<file path="config.mk">
export PLATFORM = sky130hd
export DESIGN_NAME = rpe_phase
export DESIGN_NICKNAME = d
export VERILOG_FILES = /design/src/hw/rtl/rpe_pkg.sv /design/src/hw/rtl/rpe_phase.sv
export SDC_FILE = /design/constraint.sdc
export NUM_CORES = 2
export LEC_CHECK = 0
export ABC_CLOCK_PERIOD_IN_PS = 10500
export BUFFER_PORTS_ARGS = -buffer_cell sky130_fd_sc_hd__buf_2
export CORE_ASPECT_RATIO = 0.5
export CORE_UTILIZATION = 65
export DETAILED_ROUTE_END_ITERATION = 8
export PLACE_DENSITY = 0.83
export SYNTH_ARGS = -nofsm -noshare
export SYNTH_HDL_FRONTEND = slang
export SYNTH_SLANG_ARGS = --single-unit
</file>
<file path="constraint.sdc">
create_clock -name clk -period 10.5 [get_ports clk]
set_clock_uncertainty 0.15 [all_clocks]
set_input_delay 0.525 -clock clk [delete_from_list [all_inputs] [get_ports clk]]
set_output_delay 0.525 -clock clk [all_outputs]
set_load 0.03 [all_outputs]
</file>
<file path="src/hw/rtl/rpe_pkg.sv">
// rotary position embedding package: widths, types, constants, rom builder
`timescale 1ns / 1ps

package rpe_pkg;

    localparam int unsigned DATA_W   = 16;
    localparam int unsigned SLOT_W   = 5;
    localparam int unsigned POS_W    = 12;
    localparam int unsigned PHASE_W  = 32;
    localparam int unsigned ARG_W    = 30;   // octant angle, q2.30, below 2^30
    localparam int unsigned SC_W     = 31;   // sin / cos, q2.30, up to 2^30
    localparam int unsigned ROM_DEPTH = 32;

    localparam int unsigned HEAD_DIM_DEFAULT = 64;
    localparam int unsigned MAX_POSITION     = 4096;
    localparam longint unsigned STEP_BASE    = 10000;

    // position wrap by reciprocal multiply, exact for any 12 bit position
    localparam int unsigned MOD_W     = 17;
    localparam int unsigned PQ_W      = 8;
    localparam int unsigned RECIP_W   = 14;
    localparam int unsigned POS_SHIFT = POS_W + $clog2(MAX_POSITION);
    localparam longint unsigned POS_RECIP =
        ((64'd1 << POS_SHIFT) + MAX_POSITION - 1) / MAX_POSITION;

    localparam longint unsigned ONE31      = 64'd1 << 31;
    localparam logic [SC_W-1:0] ONE30      = 31'h4000_0000;
    localparam longint unsigned TURN_SCALE = 64'd683565276;
    localparam logic [PHASE_W-1:0] PI_Q30  = 32'hC90F_DAA2;

    // taylor series, horner form, one divisor per step
    localparam int unsigned SERIES_STEPS = 5;
    localparam int unsigned REC_W        = 31;
    localparam int unsigned SIN_DIV [SERIES_STEPS] = '{110, 72, 42, 20, 6};
    localparam int unsigned COS_DIV [SERIES_STEPS] = '{132, 90, 56, 30, 12};

    localparam int unsigned PHASE_LAT  = 4;
    localparam int unsigned SINCOS_LAT = 2 * SERIES_STEPS + 1;
    localparam int unsigned ROTATE_LAT = 3;
    localparam int unsigned LATENCY    = PHASE_LAT + SINCOS_LAT + ROTATE_LAT;

    localparam logic [1:0] QUAD_FIRST  = 2'd0;
    localparam logic [1:0] QUAD_SECOND = 2'd1;
    localparam logic [1:0] QUAD_THIRD  = 2'd2;
    localparam logic [1:0] QUAD_FOURTH = 2'd3;

    typedef struct packed {
        logic signed [DATA_W-1:0] even_value;
        logic signed [DATA_W-1:0] odd_value;
    } pair_t;

    typedef struct packed {
        pair_t      pair;
        logic [1:0] quad;
        logic       swap;
    } rot_side_t;

    typedef logic [PHASE_W-1:0] freq_rom_t [ROM_DEPTH];

    function automatic longint unsigned mul31(input longint unsigned a,
                                              input longint unsigned b);
        return (a * b + (ONE31 >> 1)) >> 31;
    endfunction

    // frequency per pair slot in q0.32 turns per position
    function automatic freq_rom_t build_freq_rom(input int unsigned dim_count);
        freq_rom_t       rom;
        longint unsigned lo;
        longint unsigned hi;
        longint unsigned mid;
        longint unsigned pw;
        longint unsigned f;
        int unsigned     i;
        int unsigned     k;
        lo = 0;
        hi = ONE31;
        while (hi - lo > 1) begin
            mid = (lo + hi) >> 1;
            pw  = ONE31;
            for (i = 0; i < dim_count; i++) begin
                pw = mul31(pw, mid);
            end
            if (pw * STEP_BASE >= ONE31) begin
                hi = mid;
            end else begin
                lo = mid;
            end
        end
        f = ONE31;
        for (k = 0; k < ROM_DEPTH; k++) begin
            rom[k] = PHASE_W'((f * TURN_SCALE) >> 31);
            f = mul31(mul31(f, hi), hi);
        end
        return rom;
    endfunction

endpackage

</file>
<file path="src/hw/rtl/rpe_phase.sv">
// phase front end: rom lookup, position wrap, phase multiply, octant fold
`timescale 1ns / 1ps

module rpe_phase #(
    parameter int unsigned HEAD_DIM = rpe_pkg::HEAD_DIM_DEFAULT
) (
    input  logic                            clk,
    input  logic                            rst_n,
    input  logic                            in_valid,
    input  rpe_pkg::pair_t                  in_pair,
    input  logic [rpe_pkg::SLOT_W-1:0]      pair_slot,
    input  logic [rpe_pkg::POS_W-1:0]       token_position,
    output logic                            out_valid,
    output rpe_pkg::rot_side_t              out_side,
    output logic [rpe_pkg::ARG_W-1:0]       out_arg
);

    localparam rpe_pkg::freq_rom_t FREQ_ROM = rpe_pkg::build_freq_rom(HEAD_DIM);
    localparam int unsigned POS_W   = rpe_pkg::POS_W;
    localparam int unsigned PHASE_W = rpe_pkg::PHASE_W;
    localparam int unsigned ARG_W   = rpe_pkg::ARG_W;
    localparam int unsigned PQ_W    = rpe_pkg::PQ_W;
    localparam int unsigned MOD_W   = rpe_pkg::MOD_W;
    localparam int unsigned RECIP_W = rpe_pkg::RECIP_W;
    localparam logic [ARG_W-1:0] HALF_OCT = 30'h2000_0000;
    localparam logic [ARG_W:0]   QUARTER  = 31'h4000_0000;

    // stage 1
    logic                   v1_reg;
    rpe_pkg::pair_t         pair1_reg;
    logic [PHASE_W-1:0]     freq1_reg;
    logic [POS_W-1:0]       pos1_reg;
    logic [PQ_W-1:0]        posq1_reg;
    logic [PQ_W-1:0]        posq1_next;
    logic [POS_W+RECIP_W-1:0] recip_prod;
    // stage 2
    logic                   v2_reg;
    rpe_pkg::pair_t         pair2_reg;
    logic [PHASE_W-1:0]     freq2_reg;
    logic [POS_W-1:0]       pos2_reg;
    logic [POS_W-1:0]       pos2_next;
    logic [PQ_W+MOD_W-1:0]  qm_prod;
    // stage 3
    logic                   v3_reg;
    rpe_pkg::pair_t         pair3_reg;
    logic [PHASE_W-1:0]     phase3_reg;
    logic [POS_W+PHASE_W-1:0] phase_prod;
    // stage 4
    logic                   v4_reg;
    rpe_pkg::rot_side_t     side4_reg;
    rpe_pkg::rot_side_t     side4_next;
    logic [ARG_W-1:0]       arg4_reg;
    logic [ARG_W-1:0]       arg4_next;
    logic [ARG_W-1:0]       rem;
    logic [ARG_W:0]         mirror;
    logic [ARG_W-1:0]       fold;
    logic [ARG_W+PHASE_W-1:0] rad_prod;

    always_comb
    begin
        recip_prod = token_position * RECIP_W'(rpe_pkg::POS_RECIP);
        posq1_next = PQ_W'(recip_prod >> rpe_pkg::POS_SHIFT);
        qm_prod    = posq1_reg * MOD_W'(rpe_pkg::MAX_POSITION);
        pos2_next  = pos1_reg - qm_prod[POS_W-1:0];
        phase_prod = pos2_reg * freq2_reg;

        rem    = phase3_reg[ARG_W-1:0];
        mirror = QUARTER - {1'b0, rem};
        side4_next.pair = pair3_reg;
        side4_next.quad = phase3_reg[PHASE_W-1:PHASE_W-2];
        side4_next.swap = (rem > HALF_OCT);
        fold      = side4_next.swap ? mirror[ARG_W-1:0] : rem;
        rad_prod  = fold * rpe_pkg::PI_Q30;
        arg4_next = rad_prod[ARG_W+30:31];
    end

    always_ff @(posedge clk or negedge rst_n)
    begin
        if (!rst_n)
        begin
            v1_reg <= 1'b0;
            v2_reg <= 1'b0;
            v3_reg <= 1'b0;
            v4_reg <= 1'b0;
        end
        else
        begin
            v1_reg <= in_valid;
            v2_reg <= v1_reg;
            v3_reg <= v2_reg;
            v4_reg <= v3_reg;
        end
    end

    always_ff @(posedge clk)
    begin
        pair1_reg  <= in_pair;
        freq1_reg  <= FREQ_ROM[pair_slot];
        pos1_reg   <= token_position;
        posq1_reg  <= posq1_next;
        pair2_reg  <= pair1_reg;
        freq2_reg  <= freq1_reg;
        pos2_reg   <= pos2_next;
        pair3_reg  <= pair2_reg;
        phase3_reg <= phase_prod[PHASE_W-1:0];
        side4_reg  <= side4_next;
        arg4_reg   <= arg4_next;
    end

    assign out_valid = v4_reg;
    assign out_side  = side4_reg;
    assign out_arg   = arg4_reg;

endmodule

</file>
==> impl_metrics.json <==
{
  "status": "finished, final reports clean",
  "finalSetupViolations": 0,
  "hold_violations": 0,
  "cp_max_fo": 24,
  "syn_avg_cell_area_um2": 10.30,
  "ant_nets": 0,
  "dp_hpwl_mm": 57.31,
  "insertion_delay_ns": 0.59,
  "seqCellArea_um2": 5645,
  "synthAdderAreaFrac_pct": 54.60,
  "async_reset_ff_share_pct": 1.423,
  "synth.lib_cells_used.distinct": 74,
  "finalCritPeriodShare_pct": 96.17,
  "arrival_ns": 10.46,
  "postRouteWirelength_mm": 70.35,
  "clock.fmax_mhz": 99.03,
  "diodes": 0,
  "yosys_warnings": 0,
  "first_global_vias": 22459,
  "synth_xor_area_share_pct": 3.154,
  "finalNetCount": 4117,
  "synth_top_family_by_area": "adder cells",
  "crit_required_ns": 10.87,
  "num_rows": 55,
  "numCtsBuffers": 26,
  "min_path_type": "in2async",
  "areaGrowthSynthToFinish_pct": 9.251,
  "critPathMaxStageDelay_ns": 0.62,
  "die_w_um": 307.2,
  "synth_area_leaders": "fa_1, dfxtp_1, ha_1",
  "clk_pin_slew_worst_paths_ns": 0.07,
  "cpMostUsedCell": "fa_1",
  "synthSimpleGateAreaFrac_pct": 8.242,
  "cts-root-buf": "clkbuf_16",
  "syn_area_um2": 30270,
  "drt-initial-drc-count": 1588,
  "synth-seq-cells": 281,
  "num_vias": 20373,
  "htree_levels": 1,
  "ys.flop_type": "dfxtp_1",
  "syn-num-nets": 3970,
  "design.core.area_um2": 45560,
  "end_kind": "flip-flop",
  "rsz0062_at_grt": "no",
  "critPathSlowestCell": "fa_1",
  "gp_congestion": 1.041,
  "grtUsageTotal_pct": 31.66,
  "multi_input_area_um2": 21830,
  "largest_register_ff_count": 35,
  "syn_inst": 2939,
  "ioPinCount": 118,
  "synth_compound_area_share_pct": 5.853,
  "grt_pass1_wl_mm": 116.5,
  "drt-wirelength-per-cell_um": 18.85,
  "drive_gt1_share_pct": 7.375,
  "maxCapViolations": 0,
  "start_util_pct": 66.44,
  "overflow": 0,
  "cts_setup_buffers": 0,
  "tightest_slew_ns": 1.138,
  "cts_buffer_depth": 3,
  "tns_ns": 0,
  "fillers": 3222,
  "drt-vias-per-instance": 5.459,
  "dr.pass1.iters": 6,
  "synth_mux_area_share_pct": 0.1736,
  "port_buffers": 117,
  "yosys.area.top_type": "fa_1",
  "die-area_um2": 47490,
  "yosysSeqAreaShare_pct": 18.65,
  "netlist.area_leader.share_pct": 37.70,
  "critical_path_class": "reg2reg",
  "drc": 0,
  "max_slew_margin_pct": 24.13,
  "cts_tree": "yes",
  "die_h_um": 154.6,
  "yosysMostFrequentCell": "inv_1",
  "start_kind": "flip-flop",
  "cts.sinks": 281,
  "antenna_found_initial": 0,
  "slew_violations": 0,
  "synth_edf_count": 0,
  "synth_common_cells": "inv_1, fa_1, ha_1, nand2_1, dfxtp_1",
  "grt_max_degree": 74,
  "fin_crit_ns": 10.10
}
[layer usage]
metal	global-route usage (%)	wire length [um]	vias up
li1	-	-	9273
met1	41.45	28520	10070
met2	51.51	32510	886
met3	8.331	6826	144
met4	10.71	2500	0
met5	0	0	-
[critical path, delay by kind of cell (launching register included)]
kind | cells | cell delay, ns
adder cells (fa/ha/maj) | 9 | 4.21
AND/OR/NAND/NOR | 8 | 2.30
XOR/XNOR | 1 | 0.40
buffers and inverters | 5 | 0.56
AO/OA/AOI/OAI | 10 | 2.07
flip-flops | 1 | 0.34
[what timing repair did]
| action | CTS | global route |
|---|---|---|
| gates resized for setup | 0 | 5 |
| hold buffers | 46 | 0 |
| hold endpoints to repair | 49 | 0 |
| endpoints found under the setup margin | 0 | 6 |
[layout make-up]
cell class | instances | area share, %
multi-input combinational | 1907 | 66.00
sequential | 281 | 17.07
inverter | 667 | 7.582
timing repair buffer | 203 | 4.071
tap | 627 | 2.372
clock buffer | 33 | 2.198
clock inverter | 14 | 0.7000
[final timing paths]
| path | from | to | slack [ns] | depth (start not counted) |
|---|---|---|---|---|
| worst max-delay path | phase3_reg[6]$_DFF_P_ | out_arg[21]$_DFF_P_ | 0.40 | 33 |
| worst min-delay path | rst_n | v2_reg$_DFF_PN0_ | 0.16 | 2 |
| min in group clk | freq1_reg[2]$_DFF_P_ | freq2_reg[2]$_DFF_P_ | 0.17 | 0 |
| max in group asynchronous | rst_n | v1_reg$_DFF_PN0_ | 9.92 | 2 |
| worst min register to register | freq1_reg[2]$_DFF_P_ | freq2_reg[2]$_DFF_P_ | 0.17 | 0 |
| worst max register to register | phase3_reg[6]$_DFF_P_ | out_arg[21]$_DFF_P_ | 0.40 | 33 |
[cell families after synthesis]
family                     Yosys count
adders and majority gates          979
buffers and inverters              751
and+or+nand+nor                    543
DFF                                281
AOI/OAI and AO/OA                  274
xor gates and xnor gates           106
muxes                                5
[stage by stage]
| stage | std cells | hold WS [ns] | utilization [%] | worst slack [ns] | cell area (um^2) |
|---|---|---|---|---|---|
| after floorplan | 2939 | 0.07941 | - | 0.8679 | 30270 |
| after global placement | 3639 | 0.1596 | 69.41 | 0.5318 | 31620 |
| after detailed placement | 3639 | 0.1621 | 69.41 | 0.4388 | 31620 |
| after CTS | 3732 | 0.09779 | 72.53 | 0.4003 | 33040 |
| after global routing | 3732 | 0.1552 | 72.59 | 0.002028 | 33070 |
| final | 3732 | 0.1563 | 72.59 | 0.4022 | 33070 |
[placed cells by master (no fill, tap or decap), types with 5 or more instances in the layout]
master and n:
inv_1 665, fa_1 570, ha_1 409, nand2_1 305
dfxtp_1 277, buf_2 117, and2_1 85, a21oi_1 80
xnor2_1 73, o21ai_0 66, nor2_1 61, dlygate4sd3_1 46
buf_4 40, a21o_1 33, xor2_1 29, clkbuf_16 26
nand3_1 18, a211oi_1 12, nor3_1 12, nor2b_1 12
nand2b_1 10, a31oi_1 9, o31ai_1 8, o211ai_1 8
o21a_1 7, nand4_1 6, or4_1 5, o41ai_1 5
or3_1 5, clkbuf_8 5
Power is left out: the tool's default activity adds up to more than one toggle a clock period on the data nets, which glitch-free logic cannot reach.
